## config.mk

```make
export PLATFORM = sky130hd
export DESIGN_NAME = packet_receipt_bitmap_tracker_top
export DESIGN_NICKNAME = d
export VERILOG_FILES = /design/src/hdl/pbt_pkg.sv /design/src/hdl/pbt_ram.sv /design/src/hdl/packet_receipt_bitmap_tracker_top.sv
export SDC_FILE = /design/constraint.sdc
export NUM_CORES = 2
export LEC_CHECK = 0
export ABC_AREA = 1
export BUFFER_PORTS_ARGS = -buffer_cell sky130_fd_sc_hd__buf_2
export CAP_MARGIN = 10
export CORE_MARGIN = 8
export CORE_UTILIZATION = 35
export DETAILED_ROUTE_END_ITERATION = 8
export PLACE_DENSITY = 0.59
export SLEW_MARGIN = 10
export SYNTH_ARGS = -nofsm -noshare
export SYNTH_HDL_FRONTEND = slang
export SYNTH_SLANG_ARGS = --single-unit
```

## constraint.sdc

```tcl
create_clock -name i_clk -period 17.2 [get_ports i_clk]
set_input_delay 0 -clock i_clk [delete_from_list [all_inputs] [get_ports i_clk]]
set_output_delay 0 -clock i_clk [all_outputs]
set_load 0.01 [all_outputs]
```

## src/hdl/pbt_pkg.sv

```systemverilog
// Package for the packet receipt bitmap tracker.
// Holds the item structs, opcode and state enums, register indexes and sizing constants.
// Depends on nothing; every other file but pbt_ram imports it.
`default_nettype none

package pbt_pkg;

    // Sizing of the bitmap and the limits on packets and the missing list
    localparam int MAX_PACKETS       = 2048;
    localparam int MAX_LENGTH        = 200;
    localparam int MAX_MISSING_BYTES = 100;

    localparam int WORD_W       = 32;
    localparam int BIT_IDX_W    = $clog2(WORD_W);
    localparam int BITMAP_WORDS = (MAX_PACKETS + WORD_W - 1) / WORD_W;
    localparam int WORD_IDX_W   = $clog2(BITMAP_WORDS);
    localparam int ID_W         = $clog2(MAX_PACKETS);

    // Field widths
    localparam int COUNT_W    = 12;
    localparam int SIZE_W     = 8;
    localparam int ADDR_W     = 32;
    localparam int PKT_ID_W   = 16;
    localparam int LEN_W      = 8;
    localparam int BYTES_W    = 7;
    localparam int PROD_W     = PKT_ID_W + SIZE_W;
    localparam int CFG_IDX_W  = 2;
    localparam int CFG_DATA_W = 32;

    // Configuration register indexes
    localparam logic [CFG_IDX_W-1:0] CFG_PACKET_COUNT = 2'd0;
    localparam logic [CFG_IDX_W-1:0] CFG_PACKET_SIZE  = 2'd1;
    localparam logic [CFG_IDX_W-1:0] CFG_BASE_ADDRESS = 2'd2;

    typedef enum logic [1:0] {
        OP_CLEAR   = 2'd0,
        OP_ARRIVAL = 2'd1,
        OP_CHECK   = 2'd2
    } t_opcode;

    typedef enum logic [2:0] {
        S_IDLE,
        S_CLEAR,
        S_ARRIVE,
        S_SCAN,
        S_FLUSH
    } t_state;

    typedef struct packed {
        logic [1:0]          opcode;
        logic [PKT_ID_W-1:0] packet_id;
        logic [LEN_W-1:0]    length;
        logic                write_ok;
    } t_in_item;

    typedef struct packed {
        logic               accepted;
        logic               write_needed;
        logic [ADDR_W-1:0]  write_address;
        logic [ID_W-1:0]    missing_id;
        logic [BYTES_W-1:0] missing_bytes;
        logic               all_received;
        logic               last;
    } t_out_item;

endpackage

`default_nettype wire

```

## src/hdl/pbt_ram.sv

```systemverilog
// Generic single-port-write, single-port-read synchronous RAM.
// Read data is registered and holds while the read enable is low. No dependencies.
`default_nettype none

module pbt_ram #(
    parameter int WIDTH = 32,
    parameter int DEPTH = 64
) (
    input  wire logic                     i_clk,
    input  wire logic                     i_we,
    input  wire logic [$clog2(DEPTH)-1:0] i_waddr,
    input  wire logic [WIDTH-1:0]         i_wdata,
    input  wire logic                     i_re,
    input  wire logic [$clog2(DEPTH)-1:0] i_raddr,
    output logic      [WIDTH-1:0]         o_rdata
);

    logic [WIDTH-1:0] r_mem [DEPTH];

    // Write port
    always_ff @(posedge i_clk) begin
        if (i_we) begin
            r_mem[i_waddr] <= i_wdata;
        end
    end

    // Registered read port
    always_ff @(posedge i_clk) begin
        if (i_re) begin
            o_rdata <= r_mem[i_raddr];
        end
    end

endmodule

`default_nettype wire

```

## src/hdl/packet_receipt_bitmap_tracker_top.sv

```systemverilog
// Channel   | valid    | ready    | payload
// ----------+----------+----------+-----------------------------------------
// request   | i_valid  | o_ready  | i_item (t_in_item)
// result    | o_valid  | i_ready  | o_item (t_out_item)
// config    | i_cfg_we | (none)   | i_cfg_index, i_cfg_data
//
// One item is worked on at a time. A clear drops the per-word valid bits when accepted;
// for a packet arrival the bitmap word is read in the accept cycle and modified and
// written back once the result register is free. A check walks the bitmap words up to
// the packet count, emits at most 51 missing ids; the single bitmap read port sets the pace.
// Reset clears the per-word valid bits, so the bitmap reads as empty at once; a
// stalled result holds the block as soon as it has another result to load.
// Depends on pbt_pkg and pbt_ram.
`default_nettype none

module packet_receipt_bitmap_tracker_top
    import pbt_pkg::*;
(
    input  wire logic                  i_clk,
    input  wire logic                  i_rst_n,
    input  wire logic                  i_valid,
    output logic                       o_ready,
    input  wire t_in_item              i_item,
    output logic                       o_valid,
    input  wire logic                  i_ready,
    output t_out_item                  o_item,
    input  wire logic                  i_cfg_we,
    input  wire logic [CFG_IDX_W-1:0]  i_cfg_index,
    input  wire logic [CFG_DATA_W-1:0] i_cfg_data
);

    t_state r_state, n_state;

    // Configuration registers
    logic [COUNT_W-1:0] r_cfg_count;
    logic [SIZE_W-1:0]  r_cfg_size;
    logic [ADDR_W-1:0]  r_cfg_base;

    // Bitmap memory and its per-word valid bits
    logic [BITMAP_WORDS-1:0] r_valid, n_valid;
    logic                    ram_we, ram_re;
    logic [WORD_IDX_W-1:0]   ram_waddr, ram_raddr;
    logic [WORD_W-1:0]       ram_wdata, ram_rdata;

    // Item and scan registers
    t_in_item            r_item, n_item;
    logic [PROD_W-1:0]   r_prod, n_prod;
    logic [WORD_IDX_W-1:0] r_idx, n_idx;
    logic [WORD_W-1:0]   r_done, n_done;
    logic                r_hold_valid, n_hold_valid;
    logic [ID_W-1:0]     r_hold_id, n_hold_id;
    logic [BYTES_W-1:0]  r_bytes, n_bytes;

    // Output register
    logic      r_out_valid, n_out_valid;
    t_out_item r_out, n_out;

    // Shared decode
    logic                  in_accept, out_free;
    logic [COUNT_W-1:0]    eff_count;
    logic [ID_W-1:0]       last_id;
    logic [WORD_IDX_W-1:0] last_word;
    logic [BIT_IDX_W-1:0]  last_bit;
    logic [WORD_IDX_W-1:0] arr_widx;
    logic [WORD_W-1:0]     arr_word, scan_word, scan_lim, miss;
    logic                  arr_reject, arr_dup, found;
    logic [BIT_IDX_W-1:0]  low_bit;
    logic [BYTES_W-1:0]    new_bytes;
    logic                  scan_take;

    assign o_ready   = (r_state == S_IDLE);
    assign in_accept = i_valid && o_ready;
    assign out_free  = !r_out_valid || i_ready;
    assign o_valid   = r_out_valid;
    assign o_item    = r_out;

    // Packet count saturated to the bitmap size
    assign eff_count = (r_cfg_count > COUNT_W'(MAX_PACKETS)) ? COUNT_W'(MAX_PACKETS)
                                                             : r_cfg_count;
    assign last_id   = ID_W'(eff_count - COUNT_W'(1));
    assign last_word = last_id[ID_W-1:BIT_IDX_W];
    assign last_bit  = last_id[BIT_IDX_W-1:0];

    // Arrival: check the range and look up the stored bit
    assign arr_widx   = r_item.packet_id[ID_W-1:BIT_IDX_W];
    assign arr_word   = r_valid[arr_widx] ? ram_rdata : '0;
    assign arr_reject = (r_item.packet_id >= PKT_ID_W'(eff_count))
                     || (r_item.length > LEN_W'(MAX_LENGTH));
    assign arr_dup    = arr_word[r_item.packet_id[BIT_IDX_W-1:0]];

    // Check: missing bits of the current word not yet emitted
    assign scan_word = r_valid[r_idx] ? ram_rdata : '0;
    assign scan_lim  = (r_idx == last_word) ? ({WORD_W{1'b1}} >> (BIT_IDX_W'(WORD_W - 1) - last_bit))
                                            : {WORD_W{1'b1}};
    assign miss      = ~scan_word & scan_lim & ~r_done;
    assign found     = |miss;
    assign new_bytes = r_bytes + BYTES_W'(2);
    assign scan_take = found && (!r_hold_valid || out_free);

    // Lowest missing bit
    always_comb begin
        low_bit = '0;
        for (int i = WORD_W - 1; i >= 0; i--) begin
            if (miss[i]) begin
                low_bit = BIT_IDX_W'(i);
            end
        end
    end

    // Bitmap memory
    pbt_ram #(
        .WIDTH (WORD_W),
        .DEPTH (BITMAP_WORDS)
    ) u_bitmap (
        .i_clk   (i_clk),
        .i_we    (ram_we),
        .i_waddr (ram_waddr),
        .i_wdata (ram_wdata),
        .i_re    (ram_re),
        .i_raddr (ram_raddr),
        .o_rdata (ram_rdata)
    );

    // Next state
    always_comb begin
        n_state = r_state;
        unique case (r_state)
            S_IDLE: begin
                if (in_accept) begin
                    case (i_item.opcode)
                        OP_CLEAR:   n_state = S_CLEAR;
                        OP_ARRIVAL: n_state = S_ARRIVE;
                        OP_CHECK:   n_state = (eff_count == '0) ? S_FLUSH : S_SCAN;
                        default:    n_state = S_IDLE;
                    endcase
                end
            end
            S_CLEAR, S_ARRIVE, S_FLUSH: begin
                if (out_free) begin
                    n_state = S_IDLE;
                end
            end
            S_SCAN: begin
                if (found) begin
                    if (scan_take && (new_bytes > BYTES_W'(MAX_MISSING_BYTES))) begin
                        n_state = S_FLUSH;
                    end
                end else if (r_idx == last_word) begin
                    n_state = S_FLUSH;
                end
            end
            default: n_state = S_IDLE;
        endcase
    end

    // Datapath, memory and result register
    always_comb begin
        n_valid      = r_valid;
        n_item       = r_item;
        n_prod       = r_prod;
        n_idx        = r_idx;
        n_done       = r_done;
        n_hold_valid = r_hold_valid;
        n_hold_id    = r_hold_id;
        n_bytes      = r_bytes;
        n_out_valid  = r_out_valid && !i_ready;
        n_out        = r_out;
        ram_we       = 1'b0;
        ram_waddr    = arr_widx;
        ram_wdata    = arr_word | (WORD_W'(1) << r_item.packet_id[BIT_IDX_W-1:0]);
        ram_re       = 1'b0;
        ram_raddr    = r_idx + WORD_IDX_W'(1);

        unique case (r_state)
            S_IDLE: begin
                if (in_accept) begin
                    n_item       = i_item;
                    n_prod       = PROD_W'(i_item.packet_id) * PROD_W'(r_cfg_size);
                    n_idx        = '0;
                    n_done       = '0;
                    n_hold_valid = 1'b0;
                    n_bytes      = '0;
                    case (i_item.opcode)
                        OP_CLEAR: begin
                            n_valid = '0;
                        end
                        OP_ARRIVAL: begin
                            ram_re    = 1'b1;
                            ram_raddr = i_item.packet_id[ID_W-1:BIT_IDX_W];
                        end
                        OP_CHECK: begin
                            ram_re    = 1'b1;
                            ram_raddr = '0;
                        end
                        default: ;
                    endcase
                end
            end
            S_CLEAR: begin
                if (out_free) begin
                    n_out_valid = 1'b1;
                    n_out       = '0;
                    n_out.accepted = 1'b1;
                    n_out.last     = 1'b1;
                end
            end
            S_ARRIVE: begin
                if (out_free) begin
                    n_out_valid = 1'b1;
                    n_out       = '0;
                    n_out.last  = 1'b1;
                    if (!arr_reject) begin
                        if (arr_dup) begin
                            n_out.accepted = 1'b1;
                        end else begin
                            n_out.accepted      = r_item.write_ok;
                            n_out.write_needed  = 1'b1;
                            n_out.write_address = r_cfg_base + ADDR_W'(r_prod);
                            if (r_item.write_ok) begin
                                ram_we            = 1'b1;
                                n_valid[arr_widx] = 1'b1;
                            end
                        end
                    end
                end
            end
            S_SCAN: begin
                if (found) begin
                    if (scan_take) begin
                        // Emit the held id with its running count, then hold the new one
                        if (r_hold_valid) begin
                            n_out_valid         = 1'b1;
                            n_out               = '0;
                            n_out.missing_id    = r_hold_id;
                            n_out.missing_bytes = r_bytes;
                        end
                        n_hold_valid     = 1'b1;
                        n_hold_id        = {r_idx, low_bit};
                        n_bytes          = new_bytes;
                        n_done[low_bit]  = 1'b1;
                    end
                end else if (r_idx != last_word) begin
                    // Move to the next bitmap word
                    ram_re = 1'b1;
                    n_idx  = r_idx + WORD_IDX_W'(1);
                    n_done = '0;
                end
            end
            S_FLUSH: begin
                if (out_free) begin
                    n_out_valid = 1'b1;
                    n_out       = '0;
                    n_out.last  = 1'b1;
                    if (r_hold_valid) begin
                        n_out.missing_id    = r_hold_id;
                        n_out.missing_bytes = r_bytes;
                    end else begin
                        n_out.accepted     = 1'b1;
                        n_out.all_received = 1'b1;
                    end
                end
            end
            default: ;
        endcase
    end

    // Control registers
    always_ff @(posedge i_clk) begin
        if (!i_rst_n) begin
            r_state      <= S_IDLE;
            r_valid      <= '0;
            r_hold_valid <= 1'b0;
            r_out_valid  <= 1'b0;
        end else begin
            r_state      <= n_state;
            r_valid      <= n_valid;
            r_hold_valid <= n_hold_valid;
            r_out_valid  <= n_out_valid;
        end
    end

    // Payload registers
    always_ff @(posedge i_clk) begin
        r_item    <= n_item;
        r_prod    <= n_prod;
        r_idx     <= n_idx;
        r_done    <= n_done;
        r_hold_id <= n_hold_id;
        r_bytes   <= n_bytes;
        r_out     <= n_out;
    end

    // Configuration writes
    always_ff @(posedge i_clk) begin
        if (!i_rst_n) begin
            r_cfg_count <= '0;
            r_cfg_size  <= '0;
            r_cfg_base  <= '0;
        end else if (i_cfg_we) begin
            unique case (i_cfg_index)
                CFG_PACKET_COUNT: r_cfg_count <= i_cfg_data[COUNT_W-1:0];
                CFG_PACKET_SIZE:  r_cfg_size  <= i_cfg_data[SIZE_W-1:0];
                CFG_BASE_ADDRESS: r_cfg_base  <= i_cfg_data[ADDR_W-1:0];
                default: ;
            endcase
        end
    end

endmodule

`default_nettype wire

```

=== After elaboration in Yosys (flattened, before gate mapping) ===
Memory sizes are Yosys's and may differ from the RTL's. A register that Yosys moved wholly into a read port is not among the register bits.
Index checks and enable logic that the tools add are counted.

* Flip-flop bits (word level): 280
* Bits of input ports: 66
* Memories: 1
* RAM bits: 2048

* Mux-type cells: 110
* Reductions and logical operators: 33
* Order comparisons: 10
* Multipliers: 1
* Bitwise gates (word level): 7
* Shift-type cells: 2
* Equal/unequal tests: 28
* Add/subtract/negate cells: 5

{| class="wikitable"
|+ Memory list
! memory !! words !! width !! read ports !! clocked after Yosys merged registers in !! write ports !! line !! source
|-
| u_bitmap.r_mem || 64 || 32 || 1 || 1 || 1 || pbt_ram.sv:18 || <nowiki>logic [WIDTH-1:0] r_mem [DEPTH];</nowiki>
|}

{| class="wikitable"
|+ Operators by type and width
! operator !! count
|-
| 2-to-1 mux 64 bit || 6
|-
| 2-to-1 mux 54 bit || 6
|-
| 2-to-1 mux 32 bit || 7
|-
| one-hot mux 54 bit (4 select lines) || 1
|-
| 2-to-1 mux 5 bit || 32
|-
| one-hot mux 64 bit (2 select lines) || 1
|-
| bitwise AND 32 bit || 2
|-
| inverter 32 bit || 2
|-
| OR 32 bit || 2
|-
| OR 64 bit || 1
|-
| one-hot mux 32 bit (2 select lines) || 1
|-
| 2-to-1 mux 34 bit || 1
|-
| 2-to-1 mux 33 bit || 1
|-
| adder 32 x 24 -> 32 bit || 1
|-
| OR reduction 32 bit || 1
|-
| << shifter 1 x 5 -> 32 bit (first input constant) || 1
|-
| >> shifter 32 x 5 -> 32 bit (first input constant) || 1
|-
| 2-to-1 mux 6 bit || 5
|-
| 2-to-1 mux 1 bit || 25
|-
| multiplier 16 x 8 -> 24 bit || 1
|-
| one-hot mux 6 bit (2 select lines) || 2
|-
| != test 2 bit (second input constant) || 11
|-
| 2-to-1 mux 7 bit || 3
|-
| 2-to-1 mux 18 bit || 1
|-
| 44 further kinds || 81
|}

=== Depth between registers and ports, before layout ===
* Depth in word-level cells: 48
* Mapped depth: 53
* Depth with buffers taken out: 50

=== Cells and area by module ===
Synthesis repeated with hierarchy kept, for this count alone.

* Cells, all modules: 9138
* Area total of the unflattened synthesis: 101910.2 µm²

{| class="wikitable"
|+ By module, submodules not included
! module !! area each (µm²) !! sequential area each (µm²) !! cells each !! instances
|-
| pbt_ram || 83157.3 || 62459.9 || 6788 || 1
|-
| packet_receipt_bitmap_tracker_top || 18753.0 || 7136.8 || 2350 || 1
|}

=== Worst setup path after synthesis ===
No wires, ideal clock.

* Path type: flip-flop to flip-flop
* From: register r_cfg_count[6]
* To: register r_out (netlist bit o_item[0]) (enable)
* Path slack: 9.662 ns
* Buffers on the path: 3
* Data required time: 16.660 ns
* Data arrival time: 6.998 ns
* Stages on the path, launching flop included: 33
* Path through: dfxtp_1 -> nor2_1 -> nand2_1 -> nor2_1 -> nand2_1 -> nand2_2 -> buf_6 -> nand2_1 -> ha_1 -> inv_1 -> nor2_1 -> nand2_1 -> nand2_1 -> nand2_1 -> nand2_1 -> inv_1 -> and3_4 -> buf_6 -> inv_1 -> nor2_2 -> buf_4 -> a221o_1 -> nand2_1 -> inv_1 -> nand2_1 -> inv_1 -> nand2_1 -> nor2_1 -> inv_2 -> nor2_2 -> inv_1 -> a21oi_1 -> nor3b_1

* Longest elaborated chain between the ends: 12

{| class="wikitable"
|+ RTL lines
! element !! line !! source
|-
| start: declaration || packet_receipt_bitmap_tracker_top.sv:35 || <nowiki>logic [COUNT_W-1:0] r_cfg_count;</nowiki>
|-
| start signal: assignment || packet_receipt_bitmap_tracker_top.sv:301 || <nowiki>CFG_PACKET_COUNT: r_cfg_count <= i_cfg_data[COUNT_W-1:0];</nowiki>
|-
| greater-than comparator 12 bit || packet_receipt_bitmap_tracker_top.sv:78 || <nowiki>assign eff_count = (r_cfg_count > COUNT_W'(MAX_PACKETS)) ? COUNT_W'(MAX_PACKETS)</nowiki>
|-
| 2-to-1 mux 12 bit * || packet_receipt_bitmap_tracker_top.sv:78 ||
|-
| subtractor 11 x 1 -> 11 bit * || packet_receipt_bitmap_tracker_top.sv:80 || <nowiki>assign last_id = ID_W'(eff_count - COUNT_W'(1));</nowiki>
|-
| subtractor 5 bit || packet_receipt_bitmap_tracker_top.sv:93 || <nowiki>assign scan_lim = (r_idx == last_word) ? ({WORD_W{1'b1}} >> (BIT_IDX_W'(WORD_W - 1) - last_bit))</nowiki>
|-
| >> shifter 32 x 5 -> 32 bit || packet_receipt_bitmap_tracker_top.sv:93 ||
|-
| 2-to-1 mux 32 bit * || packet_receipt_bitmap_tracker_top.sv:93 ||
|-
| bitwise AND 32 bit * (2 in series) || packet_receipt_bitmap_tracker_top.sv:95 || <nowiki>assign miss = ~scan_word & scan_lim & ~r_done;</nowiki>
|-
| OR reduction 32 bit * || packet_receipt_bitmap_tracker_top.sv:96 || <nowiki>assign found = |miss;</nowiki>
|-
| logical AND 1 bit || packet_receipt_bitmap_tracker_top.sv:98 || <nowiki>assign scan_take = found && (!r_hold_valid || out_free);</nowiki>
|-
| != test 2 bit (no source line) || -- ||
|-
| AND reduction 7 bit (no source line) * || -- ||
|-
| end signal: assignment || packet_receipt_bitmap_tracker_top.sv:290 || <nowiki>r_out <= n_out;</nowiki>
|-
| end: declaration || packet_receipt_bitmap_tracker_top.sv:56 || <nowiki>t_out_item r_out, n_out;</nowiki>
|}

Mark *: on every way between the ends. The rest lies on a longest branch, timed or not.
A chain may end at the register's enable or synchronous reset.

=== Final worst setup path ===
* From: register r_item (netlist bit arr_widx[2])
* To: memory u_bitmap.r_mem[54][15] (enable)

* Longest elaborated chain between the ends: 11

{| class="wikitable"
|+ RTL lines
! element !! line !! source
|-
| start: declaration || packet_receipt_bitmap_tracker_top.sv:46 || <nowiki>t_in_item r_item, n_item;</nowiki>
|-
| start signal: assignment || packet_receipt_bitmap_tracker_top.sv:284 || <nowiki>r_item <= n_item;</nowiki>
|-
| binary-select mux 1 bit (select 6 bit) || packet_receipt_bitmap_tracker_top.sv:86 || <nowiki>assign arr_word = r_valid[arr_widx] ? ram_rdata : '0;</nowiki>
|-
| 2-to-1 mux 1 bit (implied by the code) || packet_receipt_bitmap_tracker_top.sv:86 ||
|-
| 2-to-1 mux 32 bit || packet_receipt_bitmap_tracker_top.sv:86 ||
|-
| binary-select mux 1 bit (select 5 bit) || packet_receipt_bitmap_tracker_top.sv:89 || <nowiki>assign arr_dup = arr_word[r_item.packet_id[BIT_IDX_W-1:0]];</nowiki>
|-
| 2-to-1 mux 1 bit (implied by the code) || packet_receipt_bitmap_tracker_top.sv:89 ||
|-
| 2-to-1 mux 1 bit || packet_receipt_bitmap_tracker_top.sv:213 || <nowiki>if (arr_dup) begin</nowiki>
|-
| 2-to-1 mux 1 bit || packet_receipt_bitmap_tracker_top.sv:212 || <nowiki>if (!arr_reject) begin</nowiki>
|-
| 2-to-1 mux 1 bit || packet_receipt_bitmap_tracker_top.sv:208 || <nowiki>if (out_free) begin</nowiki>
|-
| 2-to-1 mux 1 bit || packet_receipt_bitmap_tracker_top.sv:174 || <nowiki>unique case (r_state)</nowiki>
|-
| 2-to-1 mux 1 bit || pbt_ram.sv:22 || <nowiki>if (i_we) begin</nowiki>
|-
| 2-to-1 mux 1 bit (implied by the code) || pbt_ram.sv:23 || <nowiki>r_mem[i_waddr] <= i_wdata;</nowiki>
|-
| end: declaration || pbt_ram.sv:18 ||
|}

Several ways; a longest one is shown, not always the timed one. The select of a mux whose other input is x is not followed.

==> impl_metrics.ini <==
[status]
run_status = completed

[cells_and_area]
syn2layout_area_growth_pct = 14.7
layout-drive-gt1-share_pct = 9.09
layout.core_utilization_pct = 40.3
finalNetCount = 8617
finish.instance_area_mm2 = 0.114

[floorplanning]
horizontal_die_dimension_um = 549
floorplan.die_area_mm2 = 0.301
die_h_um = 549
design.portCount = 122
core_area_mm2 = 0.282
fp-row-count = 195
initial_core_util_pct = 35.2

[placement]
postPlaceCellArea_mm2 = 0.104
detailedPlacementHpwl_um = 183000
io_buffers = 120
gp_routability_congestion = 0.942

[yosys]
syn-cell-area_mm2 = 0.0993
synth_flop_cell = sky130_fd_sc_hd__edfxtp_1
syn_inst_count = 8231
yosys_warnings = 0
nets_in_the_synthesized_netlist = 8473
top_cell_type_s_share_of_synthesized_area_pct = 67.7
synth_enable_flop_cells = 2237
synth.lib_cells_used.distinct = 59
synthMostInstantiatedCell = sky130_fd_sc_hd__edfxtp_1
synthTopCellsByCount = 2237 x sky130_fd_sc_hd__edfxtp_1, 1438 x sky130_fd_sc_hd__nor2_1, 1427 x sky130_fd_sc_hd__o21ai_0
synth_area_leaders = sky130_fd_sc_hd__edfxtp_1 68%, sky130_fd_sc_hd__o21ai_0 7.2%, sky130_fd_sc_hd__nor2_1 5.4%
synthArstFlopShare_pct = 0
flop_and_latch_count_out_of_synthesis = 2358
synth.yosys.seq_area_share_pct = 70.1
synth_area_per_cell_um2 = 12.1
post-synth-top-area-cell = sky130_fd_sc_hd__edfxtp_1

[global_routing]
vias_in_the_first_global_route = 65000
gr-total-overflow = 0
grt_antenna_before_repair = 16
grtUsageTotal_pct = 20.0
grt_start_max_net_pins = 207
wire_length_of_the_first_global_routing_pass_um = 451000

[worst_setup_path]
end_kind = flop
critical_path_fanout_max = 34
setup_crit_start_kind = flop
critical_path_class = reg2reg
worstPathRequired_ps = 17750
cp.arrival_ps = 8560

[clocking]
clk_root_buffer_cell = sky130_fd_sc_hd__clkbuf_16
cts_setup_buffers = 0
cts_tree = yes
cts_made_buffers = 237
clock_sink_count = 2358
clk-insertion-delay-late_ps = 900
cts.path.max_buffers = 3
cts.repair.resized = 0
path_clk_slew_ps = 60
hold_fix_buffers_cts = 169
cts.htree.levels = 4

[power]
vdd.ir_drop.worst_mv = 0.204
power_per_standard_cell_area_mw_per_mm2 = 169
cellLeakagePower_uw = 0.0382

[timing]
final_hold_viol_count = 0
grt_setup_unrepaired = no
period_minus_slack_ps = 8010
setup_tns_ps = 0
clock_skew_ps = 55.0
timing_max_transition_violations_final = 0
achievable_frequency_mhz = 125
maxSlewHeadroom_pct = 16.6
worst_pin_slew_ps = 1250
finalSetupViolations = 0
fin_worst_hold_slack_ps = 59.2
period_share_pct = 46.6

[route]
detail_route.iter0.violations = 9317
totalWireLength_um = 316000
dr_vias = 69200
drt-wirelength-per-cell_um = 25.6
drt-pass1-iter-count = 9
postRouteAntennaNets = 0
drc_errors = 0
routed_via_density = 5.62

[job]
maxCapViolCount = 0

[hold_path]
min-delay-path-class = in2reg
-- cell usage in the layout (no fill, tap or decap), types with 120 or more instances in the layout --
| cell type | instances |
|---|---|
| sky130_fd_sc_hd__nor2_1 | 1437 |
| sky130_fd_sc_hd__dlygate4sd3_1 | 169 |
| sky130_fd_sc_hd__a21oi_1 | 233 |
| sky130_fd_sc_hd__clkbuf_16 | 242 |
| sky130_fd_sc_hd__buf_4 | 175 |
| sky130_fd_sc_hd__buf_2 | 120 |
| sky130_fd_sc_hd__o221ai_1 | 128 |
| sky130_fd_sc_hd__nand2_1 | 396 |
| sky130_fd_sc_hd__nand3_1 | 227 |
| sky130_fd_sc_hd__dfxtp_1 | 121 |
| sky130_fd_sc_hd__o21ai_0 | 1397 |
| sky130_fd_sc_hd__edfxtp_1 | 2237 |
| sky130_fd_sc_hd__inv_1 | 425 |
| sky130_fd_sc_hd__o22ai_1 | 544 |
-- power by group --
group | switching, uW | internal, uW | leakage, uW
clock network | 2200 | 2900 | 0.00373
registers | 148 | 6630 | 0.0218
logic | 5680 | 1700 | 0.0126
total | 8030 | 11200 | 0.0382
-- area by class of cell --
| cell class | instances | area [um2] |
|---|---|---|
| Clock buffer | 293 | 6270 |
| Inverter | 449 | 1710 |
| Multi-Input combinational cell | 4860 | 26500 |
| Timing Repair Buffer | 469 | 3710 |
| Clock inverter | 148 | 1370 |
| Antenna cell | 4 | 10.0 |
| Tap cell | 3743 | 4680 |
| Fill cell | 26100 | 168000 |
| Sequential cell | 2358 | 69600 |
-- metrics by stage --
step / instances / power (uW) / setup slack [ps]
after global routing: 12300 / 20000 / 8870
after global placement: 11700 / 14000 / 9280
after CTS: 12300 / 19100 / 9380
after floorplan: 8231 / 11000 / 9660
after detailed placement: 11700 / 14000 / 9390
final: 12300 / 19300 / 9190
-- cell families (layout without fill, tap and decap cells) --
logic type,Yosys count,after routing,synth area share [%]
compound gates,2440,2440,13.8
xor+xnor,35,35,0.309
buf+inv,1013,1359,4.00
flops,2358,2358,70.1
simple gates,2208,2208,8.95
other cells,1,5,0.00378
fa+ha+maj,176,176,2.86
-- flip-flops by register name, summed over array words and instances, names as in the netlist --
register,count
u_bitmap.r_mem,2048
r_valid,64
o_item,53
r_cfg_base,32
r_done,32
u_bitmap.o_rdata,32
r_prod,24
r_item,19
r_cfg_count,12
r_hold_id,11
r_cfg_size,8
arr_widx,6
r_bytes,6
r_idx,6
r_state,3
o_valid,1
r_hold_valid,1
-- per-layer routing --
layer  track usage [%]  vias up  part of all wire, %
li1                  -    30400                    -
met2              30.6     3756                   44
met3              5.25      648                   11
met4              8.79        2                  4.7
met5                 0        -               0.0041
met1              26.9    34400                   40
-- final timing paths --
check	start	cells past startpoint	slack [ps]	to
hold reg to reg	r_cfg_base[11]	2	450	r_cfg_base[11]
hold / removal	i_cfg_data[16]	4	60	r_cfg_base[16]
setup / recovery	arr_widx[2]	21	9190	u_bitmap.r_mem[54][15]
setup reg to reg	arr_widx[2]	21	9190	u_bitmap.r_mem[54][15]
-- critical path, cell delays in order, from the launching register on --
cell and delay [ps]:
sky130_fd_sc_hd__edfxtp_1 500, sky130_fd_sc_hd__inv_1 180, sky130_fd_sc_hd__nor3_2 140, sky130_fd_sc_hd__inv_1 640, sky130_fd_sc_hd__buf_4 350, sky130_fd_sc_hd__o22ai_1 120
sky130_fd_sc_hd__o41ai_1 390, sky130_fd_sc_hd__nand2_1 200, sky130_fd_sc_hd__nor4_4 330, sky130_fd_sc_hd__buf_4 290, sky130_fd_sc_hd__inv_2 260, sky130_fd_sc_hd__nand2_1 210
sky130_fd_sc_hd__o21ai_0 110, sky130_fd_sc_hd__o311ai_0 400, sky130_fd_sc_hd__a32o_2 350, sky130_fd_sc_hd__nand2_2 340, sky130_fd_sc_hd__inv_2 340, sky130_fd_sc_hd__nand3_4 370
sky130_fd_sc_hd__buf_4 420, sky130_fd_sc_hd__buf_4 370, sky130_fd_sc_hd__nor3_2 780, sky130_fd_sc_hd__buf_4 450
No activity file was read; power rests on OpenSTA's default activity.
